## config.mk

```make
export PLATFORM = sky130hd
export DESIGN_NAME = bmp24_stream_pixel_decoder_core
export DESIGN_NICKNAME = d
export VERILOG_FILES = /design/src/design/bmp24_pkg.sv /design/src/design/bmp24_front.sv /design/src/design/bmp24_cmdq.sv /design/src/design/bmp24_back.sv /design/src/design/bmp24_stream_pixel_decoder_core.sv
export SDC_FILE = /design/constraint.sdc
export NUM_CORES = 1
export LEC_CHECK = 0
export ABC_AREA = 1
export CORE_UTILIZATION = 45
export DETAILED_ROUTE_END_ITERATION = 8
export DONT_BUFFER_PORTS = 1
export SKIP_CTS_REPAIR_TIMING = 1
export SLEW_MARGIN = 20
export SYNTH_ARGS = -nofsm -noshare
export SYNTH_HDL_FRONTEND = slang
export SYNTH_SLANG_ARGS = --single-unit
```

## constraint.sdc

```tcl
create_clock -name clk -period 5.9 [get_ports clk]
set_input_delay 1.18 -clock clk [delete_from_list [all_inputs] [get_ports clk]]
set_output_delay 1.18 -clock clk [all_outputs]
set_load 0.02 [all_outputs]
```

## src/design/bmp24_pkg.sv

```systemverilog
// ----------------------------------------------------------------------------
// bmp24_pkg
// Shared types and constants for the 24-bit BMP stream pixel decoder.
// ----------------------------------------------------------------------------
`default_nettype none

package bmp24_pkg;

  // Image size limits
  localparam int unsigned MAX_WIDTH  = 4096;
  localparam int unsigned MAX_HEIGHT = 4096;

  // Header layout (byte positions in the file)
  localparam logic [31:0] HDR_MAGIC0_POS = 32'd0;
  localparam logic [31:0] HDR_MAGIC1_POS = 32'd1;
  localparam logic [31:0] HDR_OFFSET_POS = 32'd10;
  localparam logic [31:0] HDR_WIDTH_POS  = 32'd18;
  localparam logic [31:0] HDR_HEIGHT_POS = 32'd22;
  localparam logic [31:0] HDR_BPP_POS    = 32'd28;
  localparam logic [31:0] HDR_BYTES      = 32'd54;
  localparam logic [31:0] HDR_LAST_POS   = HDR_BYTES - 32'd1;

  localparam logic [7:0]  MAGIC_B      = 8'h42;
  localparam logic [7:0]  MAGIC_M      = 8'h4d;
  localparam logic [15:0] BPP_SUPPORTED = 16'd24;

  // Command queue between parser and converter
  localparam int unsigned CMDQ_DEPTH = 4;
  localparam int unsigned CMDQ_AW    = $clog2(CMDQ_DEPTH);
  localparam int unsigned CMDQ_CW    = $clog2(CMDQ_DEPTH + 1);

  // Output buffer depth
  localparam int unsigned OUTB_DEPTH = 2;

  typedef enum logic [2:0] {
    PH_IDLE,
    PH_HEADER,
    PH_SKIP,
    PH_PIXELS,
    PH_PAD
  } phase_t;

  typedef enum logic [1:0] {
    ST_PIXEL     = 2'd0,
    ST_BAD_MAGIC = 2'd1,
    ST_BAD_DEPTH = 2'd2,
    ST_BAD_RANGE = 2'd3
  } status_t;

  typedef enum logic [1:0] {
    FMT_RGB565 = 2'd0,
    FMT_RGB24  = 2'd1,
    FMT_RGB32  = 2'd2,
    FMT_SPARE  = 2'd3
  } dest_fmt_t;

  // One classified request from the parser
  typedef struct packed {
    logic [7:0]  red;
    logic [7:0]  green;
    logic [7:0]  blue;
    logic [11:0] column;
    logic [11:0] row;
    status_t     status;
    logic        last;
  } cmd_t;

  // One finished result
  typedef struct packed {
    logic [23:0] pixel_value;
    logic [11:0] column;
    logic [11:0] row;
    status_t     status;
    logic        last;
  } res_t;

endpackage

`default_nettype wire

```

## src/design/bmp24_front.sv

```systemverilog
// ----------------------------------------------------------------------------
// bmp24_front
// Byte parser: checks the magic, captures header fields, skips to the pixel
// data, tracks rows, columns and padding, and issues pixel or error requests.
// ----------------------------------------------------------------------------
`default_nettype none

module bmp24_front import bmp24_pkg::*; (
  input  wire logic       clk,
  input  wire logic       rst_n,
  input  wire logic       accept,
  input  wire logic [7:0] file_byte,
  input  wire logic       start_of_file,
  output cmd_t            cmd_o,
  output logic            cmd_push
);

  phase_t      phase_r,  phase_nxt;
  logic [31:0] pos_r,    pos_nxt;
  logic [31:0] offset_r, offset_nxt;
  logic [31:0] width_r,  width_nxt;
  logic [31:0] height_r, height_nxt;
  logic [15:0] bpp_r,    bpp_nxt;
  logic [11:0] col_r,    col_nxt;
  logic [11:0] srow_r,   srow_nxt;
  logic [1:0]  comp_r,   comp_nxt;
  logic [15:0] asm_r,    asm_nxt;
  logic [1:0]  pad_r,    pad_nxt;

  always_ff @(posedge clk) begin
    if (!rst_n) begin
      phase_r  <= PH_IDLE;
      pos_r    <= '0;
      offset_r <= '0;
      width_r  <= '0;
      height_r <= '0;
      bpp_r    <= '0;
      col_r    <= '0;
      srow_r   <= '0;
      comp_r   <= '0;
      asm_r    <= '0;
      pad_r    <= '0;
    end else begin
      phase_r  <= phase_nxt;
      pos_r    <= pos_nxt;
      offset_r <= offset_nxt;
      width_r  <= width_nxt;
      height_r <= height_nxt;
      bpp_r    <= bpp_nxt;
      col_r    <= col_nxt;
      srow_r   <= srow_nxt;
      comp_r   <= comp_nxt;
      asm_r    <= asm_nxt;
      pad_r    <= pad_nxt;
    end
  end

  phase_t      ph;
  logic [31:0] p;
  logic [1:0]  off_lane, wid_lane, hgt_lane;
  logic        bpp_lane;
  logic        last_col, last_row;
  logic [1:0]  pad_dec;

  always_comb begin
    phase_nxt  = phase_r;
    pos_nxt    = pos_r;
    offset_nxt = offset_r;
    width_nxt  = width_r;
    height_nxt = height_r;
    bpp_nxt    = bpp_r;
    col_nxt    = col_r;
    srow_nxt   = srow_r;
    comp_nxt   = comp_r;
    asm_nxt    = asm_r;
    pad_nxt    = pad_r;
    cmd_push   = 1'b0;
    cmd_o      = '0;
    ph         = phase_r;
    p          = pos_r;
    off_lane   = 2'(pos_r - HDR_OFFSET_POS);
    wid_lane   = 2'(pos_r - HDR_WIDTH_POS);
    hgt_lane   = 2'(pos_r - HDR_HEIGHT_POS);
    bpp_lane   = 1'(pos_r - HDR_BPP_POS);
    last_col   = (({1'b0, col_r} + 13'd1) == width_r[12:0]);
    last_row   = (({1'b0, srow_r} + 13'd1) == height_r[12:0]);
    pad_dec    = pad_r - 2'd1;

    if (accept) begin
      // Restart: drop the current file, this byte is byte 0
      if (start_of_file) begin
        ph         = PH_HEADER;
        p          = '0;
        phase_nxt  = PH_HEADER;
        offset_nxt = '0;
        width_nxt  = '0;
        height_nxt = '0;
        bpp_nxt    = '0;
        col_nxt    = '0;
        srow_nxt   = '0;
        comp_nxt   = '0;
        asm_nxt    = '0;
        pad_nxt    = '0;
      end
      if (ph != PH_IDLE) begin
        pos_nxt = p + 32'd1;
      end

      unique case (ph)
        PH_IDLE: begin
        end
        PH_HEADER: begin
          if ((p == HDR_MAGIC0_POS && file_byte != MAGIC_B) ||
              (p == HDR_MAGIC1_POS && file_byte != MAGIC_M)) begin
            cmd_push      = 1'b1;
            cmd_o.status  = ST_BAD_MAGIC;
            cmd_o.last    = 1'b1;
            phase_nxt     = PH_IDLE;
          end
          if (p >= HDR_OFFSET_POS && p < HDR_OFFSET_POS + 32'd4) begin
            offset_nxt[{off_lane, 3'b000} +: 8] = file_byte;
          end
          if (p >= HDR_WIDTH_POS && p < HDR_WIDTH_POS + 32'd4) begin
            width_nxt[{wid_lane, 3'b000} +: 8] = file_byte;
          end
          if (p >= HDR_HEIGHT_POS && p < HDR_HEIGHT_POS + 32'd4) begin
            height_nxt[{hgt_lane, 3'b000} +: 8] = file_byte;
          end
          if (p >= HDR_BPP_POS && p < HDR_BPP_POS + 32'd2) begin
            bpp_nxt[{bpp_lane, 3'b000} +: 8] = file_byte;
          end
          if (p == HDR_LAST_POS) begin
            if (bpp_r != BPP_SUPPORTED) begin
              cmd_push     = 1'b1;
              cmd_o.status = ST_BAD_DEPTH;
              cmd_o.last   = 1'b1;
              phase_nxt    = PH_IDLE;
            end else if (width_r == '0 || width_r > 32'(MAX_WIDTH) ||
                         height_r == '0 || height_r > 32'(MAX_HEIGHT) ||
                         offset_r < HDR_BYTES) begin
              cmd_push     = 1'b1;
              cmd_o.status = ST_BAD_RANGE;
              cmd_o.last   = 1'b1;
              phase_nxt    = PH_IDLE;
            end else if (offset_r == HDR_BYTES) begin
              phase_nxt = PH_PIXELS;
            end else begin
              phase_nxt = PH_SKIP;
            end
          end
        end
        PH_SKIP: begin
          if (p + 32'd1 == offset_r) begin
            phase_nxt = PH_PIXELS;
          end
        end
        PH_PIXELS: begin
          if (comp_r < 2'd2) begin
            if (comp_r == 2'd0) begin
              asm_nxt[7:0] = file_byte;
            end else begin
              asm_nxt[15:8] = file_byte;
            end
            comp_nxt = comp_r + 2'd1;
          end else begin
            // Red byte completes the pixel
            comp_nxt     = '0;
            cmd_push     = 1'b1;
            cmd_o.blue   = asm_r[7:0];
            cmd_o.green  = asm_r[15:8];
            cmd_o.red    = file_byte;
            cmd_o.column = col_r;
            cmd_o.row    = height_r[11:0] - 12'd1 - srow_r;
            cmd_o.status = ST_PIXEL;
            cmd_o.last   = last_row && last_col;
            if (last_col) begin
              col_nxt  = '0;
              srow_nxt = srow_r + 12'd1;
              pad_nxt  = width_r[1:0];
              if (last_row) begin
                phase_nxt = PH_IDLE;
              end else if (width_r[1:0] != 2'd0) begin
                phase_nxt = PH_PAD;
              end
            end else begin
              col_nxt = col_r + 12'd1;
            end
          end
        end
        PH_PAD: begin
          pad_nxt = pad_dec;
          if (pad_dec == 2'd0) begin
            phase_nxt = PH_PIXELS;
          end
        end
        default: begin
          phase_nxt = PH_IDLE;
        end
      endcase
    end
  end

  a_final_goes_idle: assert property (@(posedge clk) disable iff (!rst_n)
    cmd_push && cmd_o.last |=> phase_r == PH_IDLE)
    else $error("parser not idle after final pixel or error");

  a_pad_nonzero: assert property (@(posedge clk) disable iff (!rst_n)
    phase_r == PH_PAD |-> pad_r != 2'd0)
    else $error("padding phase with no padding left");

endmodule

`default_nettype wire

```

## src/design/bmp24_cmdq.sv

```systemverilog
// ----------------------------------------------------------------------------
// bmp24_cmdq
// Short request queue between the parser and the colour converter.
// ----------------------------------------------------------------------------
`default_nettype none

module bmp24_cmdq import bmp24_pkg::*; (
  input  wire logic clk,
  input  wire logic rst_n,
  input  wire logic push,
  input  cmd_t      din,
  output logic      full,
  input  wire logic pop,
  output logic      empty,
  output cmd_t      head
);

  cmd_t                 mem_r [CMDQ_DEPTH];
  logic [CMDQ_AW-1:0]   wr_ptr_r;
  logic [CMDQ_AW-1:0]   rd_ptr_r;
  logic [CMDQ_CW-1:0]   cnt_r;
  logic                 do_push;
  logic                 do_pop;

  assign full    = (cnt_r == CMDQ_CW'(CMDQ_DEPTH));
  assign empty   = (cnt_r == '0);
  assign do_push = push && !full;
  assign do_pop  = pop && !empty;
  assign head    = mem_r[rd_ptr_r];

  always_ff @(posedge clk) begin
    if (!rst_n) begin
      wr_ptr_r <= '0;
      rd_ptr_r <= '0;
      cnt_r    <= '0;
    end else begin
      if (do_push) begin
        wr_ptr_r <= wr_ptr_r + CMDQ_AW'(1);
      end
      if (do_pop) begin
        rd_ptr_r <= rd_ptr_r + CMDQ_AW'(1);
      end
      if (do_push && !do_pop) begin
        cnt_r <= cnt_r + CMDQ_CW'(1);
      end else if (do_pop && !do_push) begin
        cnt_r <= cnt_r - CMDQ_CW'(1);
      end
    end
  end

  always_ff @(posedge clk) begin
    if (do_push) begin
      mem_r[wr_ptr_r] <= din;
    end
  end

  a_cnt_bound: assert property (@(posedge clk) disable iff (!rst_n)
    cnt_r <= CMDQ_CW'(CMDQ_DEPTH))
    else $error("request queue count overflow");

  a_ptr_cnt: assert property (@(posedge clk) disable iff (!rst_n)
    (wr_ptr_r - rd_ptr_r) == cnt_r[CMDQ_AW-1:0])
    else $error("request queue pointers disagree with count");

endmodule

`default_nettype wire

```

## src/design/bmp24_back.sv

```systemverilog
// ----------------------------------------------------------------------------
// bmp24_back
// Colour converter: turns queued requests into results in the selected
// format and holds them in a two-entry output buffer.
// ----------------------------------------------------------------------------
`default_nettype none

module bmp24_back import bmp24_pkg::*; (
  input  wire logic       clk,
  input  wire logic       rst_n,
  input  wire logic [1:0] dest_format,
  input  cmd_t            q_head,
  input  wire logic       q_empty,
  output logic            q_pop,
  output res_t            res_o,
  output logic            res_empty,
  input  wire logic       res_pop
);

  res_t        ent_r [OUTB_DEPTH];
  logic        wr_r;
  logic        rd_r;
  logic [1:0]  cnt_r;
  res_t        conv;
  logic        do_pop;

  // Error requests carry zero colour, so both forms give zero there
  always_comb begin
    conv.column = q_head.column;
    conv.row    = q_head.row;
    conv.status = q_head.status;
    conv.last   = q_head.last;
    if (dest_format == FMT_RGB565) begin
      conv.pixel_value = {8'd0, q_head.red[7:3], q_head.green[7:2], q_head.blue[7:3]};
    end else begin
      conv.pixel_value = {q_head.red, q_head.green, q_head.blue};
    end
  end

  assign q_pop     = !q_empty && (cnt_r != 2'(OUTB_DEPTH));
  assign res_empty = (cnt_r == 2'd0);
  assign do_pop    = res_pop && !res_empty;
  assign res_o     = ent_r[rd_r];

  always_ff @(posedge clk) begin
    if (!rst_n) begin
      wr_r  <= 1'b0;
      rd_r  <= 1'b0;
      cnt_r <= 2'd0;
    end else begin
      if (q_pop) begin
        wr_r <= ~wr_r;
      end
      if (do_pop) begin
        rd_r <= ~rd_r;
      end
      if (q_pop && !do_pop) begin
        cnt_r <= cnt_r + 2'd1;
      end else if (do_pop && !q_pop) begin
        cnt_r <= cnt_r - 2'd1;
      end
    end
  end

  always_ff @(posedge clk) begin
    if (q_pop) begin
      ent_r[wr_r] <= conv;
    end
  end

  a_outb_bound: assert property (@(posedge clk) disable iff (!rst_n)
    cnt_r <= 2'(OUTB_DEPTH) && ((wr_r ^ rd_r) == cnt_r[0]))
    else $error("output buffer count inconsistent");

endmodule

`default_nettype wire

```

## src/design/bmp24_stream_pixel_decoder_core.sv

```systemverilog
// ----------------------------------------------------------------------------
// bmp24_stream_pixel_decoder_core
// 24-bit BMP stream decoder: parses the header and bottom-up pixel rows and
// emits one converted pixel with its destination coordinates per BGR triple.
// ----------------------------------------------------------------------------
//  channel  handshake          payload
//  in       in_push / in_full  in_file_byte[7:0], in_start_of_file
//  out      out_pop / out_empty out_pixel_value[23:0], out_column[11:0],
//                              out_row[11:0], out_status[1:0], out_last
//  cfg      cfg_valid/cfg_ready cfg_data[1:0] (dest_format)
//
//  While in_full is low, one file byte is taken every cycle; header, skip and
//  padding bytes give no result unless a header check fails, and the red byte
//  of each pixel gives one. A result passes through the request queue and
//  then the output buffer before it shows on the out ports; while results
//  wait and out_pop is high, results leave at one per cycle.
//  in_full rises only when the four-entry request queue is full, which
//  happens when out_pop is held low.
//  Reset is synchronous; cfg_ready is always high.
// ----------------------------------------------------------------------------
`default_nettype none

module bmp24_stream_pixel_decoder_core import bmp24_pkg::*; (
  input  wire logic        clk,
  input  wire logic        rst_n,
  input  wire logic        in_push,
  output logic             in_full,
  input  wire logic [7:0]  in_file_byte,
  input  wire logic        in_start_of_file,
  output logic             out_empty,
  input  wire logic        out_pop,
  output logic [23:0]      out_pixel_value,
  output logic [11:0]      out_column,
  output logic [11:0]      out_row,
  output logic [1:0]       out_status,
  output logic             out_last,
  input  wire logic        cfg_valid,
  output logic             cfg_ready,
  input  wire logic [1:0]  cfg_data
);

  logic [1:0] fmt_r;
  cmd_t       cmd;
  logic       cmd_push;
  cmd_t       q_head;
  logic       q_empty;
  logic       q_pop;
  res_t       res;
  logic       accept;

  assign cfg_ready = 1'b1;
  assign accept    = in_push && !in_full;

  always_ff @(posedge clk) begin
    if (!rst_n) begin
      fmt_r <= FMT_RGB565;
    end else if (cfg_valid && cfg_ready) begin
      fmt_r <= cfg_data;
    end
  end

  bmp24_front u_front (
    .clk           (clk),
    .rst_n         (rst_n),
    .accept        (accept),
    .file_byte     (in_file_byte),
    .start_of_file (in_start_of_file),
    .cmd_o         (cmd),
    .cmd_push      (cmd_push)
  );

  bmp24_cmdq u_cmdq (
    .clk   (clk),
    .rst_n (rst_n),
    .push  (cmd_push),
    .din   (cmd),
    .full  (in_full),
    .pop   (q_pop),
    .empty (q_empty),
    .head  (q_head)
  );

  bmp24_back u_back (
    .clk         (clk),
    .rst_n       (rst_n),
    .dest_format (fmt_r),
    .q_head      (q_head),
    .q_empty     (q_empty),
    .q_pop       (q_pop),
    .res_o       (res),
    .res_empty   (out_empty),
    .res_pop     (out_pop)
  );

  assign out_pixel_value = res.pixel_value;
  assign out_column      = res.column;
  assign out_row         = res.row;
  assign out_status      = res.status;
  assign out_last        = res.last;

endmodule

`default_nettype wire
```

==> results of run 1 <==
-- through the flow --
| step | cells | utilization [%] | area, sq um | setup slack [ns] | hold slack [ns] |
|---|---|---|---|---|---|
| after CTS | 3800 | 49.62 | 28680 | 1.897 | 0.4643 |
| final | 3800 | 49.62 | 28680 | 1.821 | 0.4632 |
| after detailed placement | 3705 | 46.55 | 26910 | 1.243 | 0.4552 |
| after floorplan | 3082 | - | 26360 | 0.2827 | 0.4362 |
| after global placement | 3705 | 46.55 | 26910 | 1.410 | 0.4490 |
| after global routing | 3800 | 49.62 | 28680 | 1.612 | 0.4859 |
-- report_power, final --
group	switching [mW]	internal, mW
clock	1.44	1.97
sequential	0.251	4.51
combinational	2.27	0.950
total	3.96	7.42
-- registers in the layout, summed over array words and instances, names as in the netlist, 2 cells and up, named ones only --
| name | flops |
|---|---|
| u_back.ent_r | 102 |
| u_cmdq.mem_r | 204 |
| u_front.bpp_r | 16 |
| u_front.phase_r | 3 |
| u_back.cnt_r | 2 |
| u_front.comp_r | 2 |
| u_front.asm_r | 16 |
| u_cmdq.cnt_r | 3 |
| u_cmdq.wr_ptr_r | 2 |
| u_front.height_r | 32 |
| fmt_r | 2 |
| u_front.col_r | 12 |
| u_front.srow_r | 12 |
| u_cmdq.rd_ptr_r | 2 |
| u_front.pos_r | 32 |
| u_front.pad_r | 2 |
| u_front.offset_r | 32 |
| u_front.width_r | 32 |
-- kinds of logic after synthesis --
| family | after synthesis | synth area share (%) |
|---|---|---|
| AOI/OAI and AO/OA | 733 | 16.63 |
| xor gates and xnor gates | 32 | 1.429 |
| adders and majority gates | 29 | 1.433 |
| buffers and inverters | 476 | 7.148 |
| DFF | 513 | 50.58 |
| muxes | 62 | 2.596 |
| other | 1 | 0.01423 |
| and+or+nand+nor | 1236 | 20.17 |
-- worst max path at each step --
stage	to	slack (ns)
detailed placement	u_cmdq.mem_r[0][10]	1.24
global placement	u_cmdq.mem_r[0][11]	1.41
finish	u_cmdq.mem_r[0][10]	1.82
global route	u_cmdq.mem_r[0][10]	1.61
floorplan	u_cmdq.mem_r[0][0]	0.28
CTS	u_cmdq.mem_r[0][10]	1.90
-- cells in the final DEF, fill, tap and decap left out, types with 27 or more instances in the layout --
cell         n
mux2_2      51
o22ai_1     39
clkbuf_16   56
o211ai_1   142
buf_4       31
nand3_1    171
o21ai_0    230
ha_1        27
nor2_1     373
nand2_1    553
edfxtp_1   306
a21oi_1    223
inv_1      293
dfxtp_1    205
nand4_1     36
-- final cells by class --
type / count / area, sq um
fill: 5497 / 29120
clock buffer: 74 / 1549
multi-input combinational: 2093 / 11200
tap: 765 / 957.2
inverter: 301 / 1142
timing repair buffer: 33 / 272.8
sequential: 513 / 13340
clock inverter: 21 / 221.5
-- tightest hold or removal path, delay by kind of cell, from the launching register on --
family | cells | cell delay, ns
flops | 1 | 0.31
simple gates | 1 | 0.06
compound gates | 1 | 0.05
-- per-layer routing --
layer | part of all wire, % | track usage, % | vias to the layer above | routed length (um)
li1 | - | - | 10520 | -
met1 | 45 | 32.49 | 10420 | 32420
met2 | 47 | 39.44 | 617 | 34000
met3 | 5.3 | 3.237 | 127 | 3828
met4 | 2.6 | 7.243 | 0 | 1900
met5 | 0 | 0 | - | 0
==> qor.csv, run 1 <==
metric;value;unit
Post-synth top cells;553 x nand2_1, 381 x nor2_1, 306 x edfxtp_1, 295 x inv_1, 230 x o21ai_0;
First DRT Iteration DRCs;1957;
mapped cell area;0.02636;sq mm
leakage;10.38;nW
DR DRC count;0;
Gate Count Post-Synth;3082;
nets;3041;
I/O Buffers;0;
worst reg2reg setup slack;2.00;ns
register bit total from synthesis;513;
average size of a mapped cell;8.553;sq um
initial core utilization;45.60;%
row cnt;88;
root buffer cell;clkbuf_16;
Crit-path slowest cell;nor2_1;
element type at the critical path end;flop;
most frequent cell after synthesis;nand2_1;
Total Wirelength;72.15;mm
share of layout cells above drive strength 1;7.512;%
Total Power;11.38;mW
Synth Net Count;3127;
Setup-failing EPs final;0;
Total Negative Setup Slacks;0;ns
FMAX;245.2;MHz
register area share after synthesis;50.58;%
Hold Violations, Final;0;
full die area;0.05955;sq mm
CP Max Fanout;81;
period utilization;69.13;%
# diodes;0;
crit path cell chain;nor2_1, nor3_1, nand2_1, nor2_1, buf_4, inv_1, nor2_1, inv_1, nand2_1, inv_1, nor2_4, buf_4;
Critical Path Start;in_start_of_file;
Max stage delay on crit path;0.70;ns
DR vias/cell;5.707;
RSZ-0062 raised after global routing;no;
FF-to-FF End;u_front.height_r[10];
Async S/R FF share, synth;0;%
CP Data Required Time;6.19;ns
H-Tree Depth;2;
Detail Route Antenna Nets;0;
placer's final routability congestion estimate;0.9049;
Hold Path End;u_front.width_r[31];
TritonCTS Buffers;54;
Max Root-Sink Buffers;3;
CP bufs+invs;5;
WP data arrival;4.36;ns
area delta synth->final;8.805;%
largest net degree at the start of global routing;111;
CP delay by family, top;simple AND/OR/NAND/NOR gates;
drt pass-1 iters;6;
die height;244.0;um
Yosys top cell area share;34.86;%
Worst VDD drop;0.0002977;V
worst hold path type;reg2reg;
outcome;finished clean;
critical path depth;12;
Setup CP Type;in2reg;
Setup crit start kind;input port;
Post-synth EDFFs;306;
core area;0.05781;sq mm
grt ovf;0;
Final Skew;0.05153;ns
Least-Margin Pin Slew;1.102;ns
DIE WIDTH;244.0;um
Hold Path Depth;2;
min-delay src;u_front.width_r[31];
Synth area leaders;edfxtp_1 35%, dfxtp_1 16%, nand2_1 7.9%;
clock tree from TritonCTS;built;
vias in the first global route;20450;
All-Layer GR Usage;23.87;%
Period minus WS final;4.079;ns
Worst R2R Start;u_cmdq.cnt_r[0];
routed length per placed instance;18.99;um
maxcap violations;0;
Ys Warns;0;
Slew HR;26.52;%
Synth Flop Type;edfxtp_1;
pwr dens;396.9;mW/mm^2
Reg clk slew, reported paths;0.05;ns
Clk Latency, worst-skew pair;0.64;ns
# clock sinks;513;
area leader, netlist;edfxtp_1;
initial antenna violation count;0;
global-route wire length before repair;114.0;mm
# IOs;70;
via count;21690;
R2R depth;9;
library cells used by synthesis;58;
post-detail-place hpwl;47.95;mm
Slew Viols, Final;0;
(Power assumes the default switching activity.)
==> run 2, diff against run 1 <==
clock period = 3.8 ns   (was 5.9 ns; I/O delays follow)
==> qor.csv, run 2 (synthesis results as in run 1) <==
metric;value;unit
period utilization;84.02;%
Register Area;0.01334;sq mm
commonest cells after routing, fill and taps aside;553 x nand2_1, 373 x nor2_1, 306 x edfxtp_1;
full die area;0.05955;sq mm
met3 Use GR;3.589;%
met2 Use GR;39.00;%
leakage;10.51;nW
worst hold path type;in2reg;
global-route wire length before repair;112.8;mm
First DRT Iteration DRCs;2028;
fin cells;3838;
# clock sinks;513;
TritonCTS Buffers;55;
clock tree from TritonCTS;built;
CP Data Required Time;4.33;ns
area of the multi-input gates;0.01120;sq mm
element type at the critical path end;flop;
Reg clk slew, reported paths;0.06;ns
RSZ-0062 raised after global routing;no;
root buffer cell;clkbuf_16;
DR vias/cell;5.675;
vias in the first global route;20380;
Slew Viols, Final;0;
CP Max Fanout;6;
Clk Latency, worst-skew pair;0.62;ns
Worst VDD drop;0.0004191;V
commonest non-fill, non-tap cell in the layout;nand2_1;
die height;244.0;um
WP data arrival;3.72;ns
via count;21780;
Final Skew;0.02215;ns
routed length per placed instance;18.55;um
most flop-heavy register;u_cmdq.mem_r;
grt ovf;0;
Detail Route Antenna Nets;0;
Total Wirelength;71.19;mm
DR DRC count;0;
Placed Instances;3735;
outcome;finished clean;
initial core utilization;45.60;%
R2R depth;20;
row cnt;88;
Largest regs;u_cmdq.mem_r: 204 flops, u_back.ent_r: 102 flops;
met1 Use GR;32.09;%
All-Layer GR Usage;23.66;%
core area;0.05781;sq mm
maxcap violations;0;
# IOs;70;
placer's final routability congestion estimate;0.9181;
I/O Buffers;0;
Hold Violations, Final;0;
Max Root-Sink Buffers;3;
FMAX;313.2;MHz
Hold Path Depth;2;
Total Negative Setup Slacks;0;ns
largest net degree at the start of global routing;114;
max reg flops;204;
Period minus WS final;3.193;ns
area delta synth->final;9.821;%
initial antenna violation count;0;
share of layout cells above drive strength 1;8.236;%
DIE WIDTH;244.0;um
post-detail-place hpwl;47.36;mm
Setup-failing EPs final;0;
gr busiest metal;met2;
# fillers;5492;
H-Tree Depth;2;
Least-Margin Pin Slew;0.9313;ns
drt pass-1 iters;6;
Setup CP Type;reg2reg;
Slew HR;37.91;%
nets;3072;
Setup crit start kind;flop;
pwr dens;609.9;mW/mm^2
-- run 2: cell types whose count changed in the layout (fill, tap and decap cells not counted), moves of 2 or more --
cell and change:
buf_12 +5, buf_4 +24, clkbuf_1 +2, clkbuf_8 -8, clkinv_1 +11
-- run 2: where the power goes --
part,switching (mW),internal [mW],total (mW)
combinational,3.51,1.56,5.07
sequential,0.404,7.00,7.40
clock,2.24,2.94,5.19
total,6.16,11.5,17.7
-- run 2: worst paths after layout --
path,startpoint,to,slack [ns]
worst max register to register,u_front.pos_r[1],u_front.phase_r[0],0.61
worst max-delay path,u_front.pos_r[1],u_front.phase_r[0],0.61
worst min register to register,u_front.width_r[27],u_front.width_r[27],0.46
worst min-delay path,rst_n,u_back.wr_r,0.28
-- run 2: layout make-up --
cell class | instances | area share (%)
sequential | 513 | 46.06
multi-input combinational | 2093 | 38.70
clock buffer | 67 | 4.910
inverter | 301 | 3.946
tap | 765 | 3.306
timing repair buffer | 63 | 1.949
clock inverter | 35 | 1.115
antenna | 1 | 0.008644
-- run 2: worst max-delay path, cell delays in order, from the launching register on --
cell     delay, ns
dfxtp_1       0.47
inv_1         0.18
nor2_1        0.32
inv_1         0.15
ha_1          0.38
inv_1         0.06
nand2_1       0.05
nand2_1       0.05
nor2_1        0.13
nand2_1       0.07
nor2_1        0.08
nand3_1       0.07
nor2_1        0.16
nand3_1       0.14
nor2_1        0.12
nand3_1       0.10
nor2_1        0.10
nand3_1       0.17
nand3_1       0.12
nand2_1       0.05
a21oi_1       0.13
-- run 2: per-layer routing --
metal | share of wire (%) | wire length, um
met5 | 0 | 0
met4 | 2.5 | 1753
met3 | 6.3 | 4466
met2 | 46 | 33070
met1 | 45 | 31890
-- run 2: metrics by stage --
step	worst slack, ns	utilization [%]	hold slack (ns)	power (mW)	instance area (sq um)
floorplan	0.03113	-	0.4362	11.26	26390
global placement	0.1577	47.05	0.4514	12.48	27200
detailed placement	0.1976	47.05	0.4551	12.59	27200
CTS	0.6359	50.07	0.2410	17.80	28940
global route	0.2336	50.08	0.2499	18.60	28950
finish	0.6073	50.08	0.2770	17.65	28950
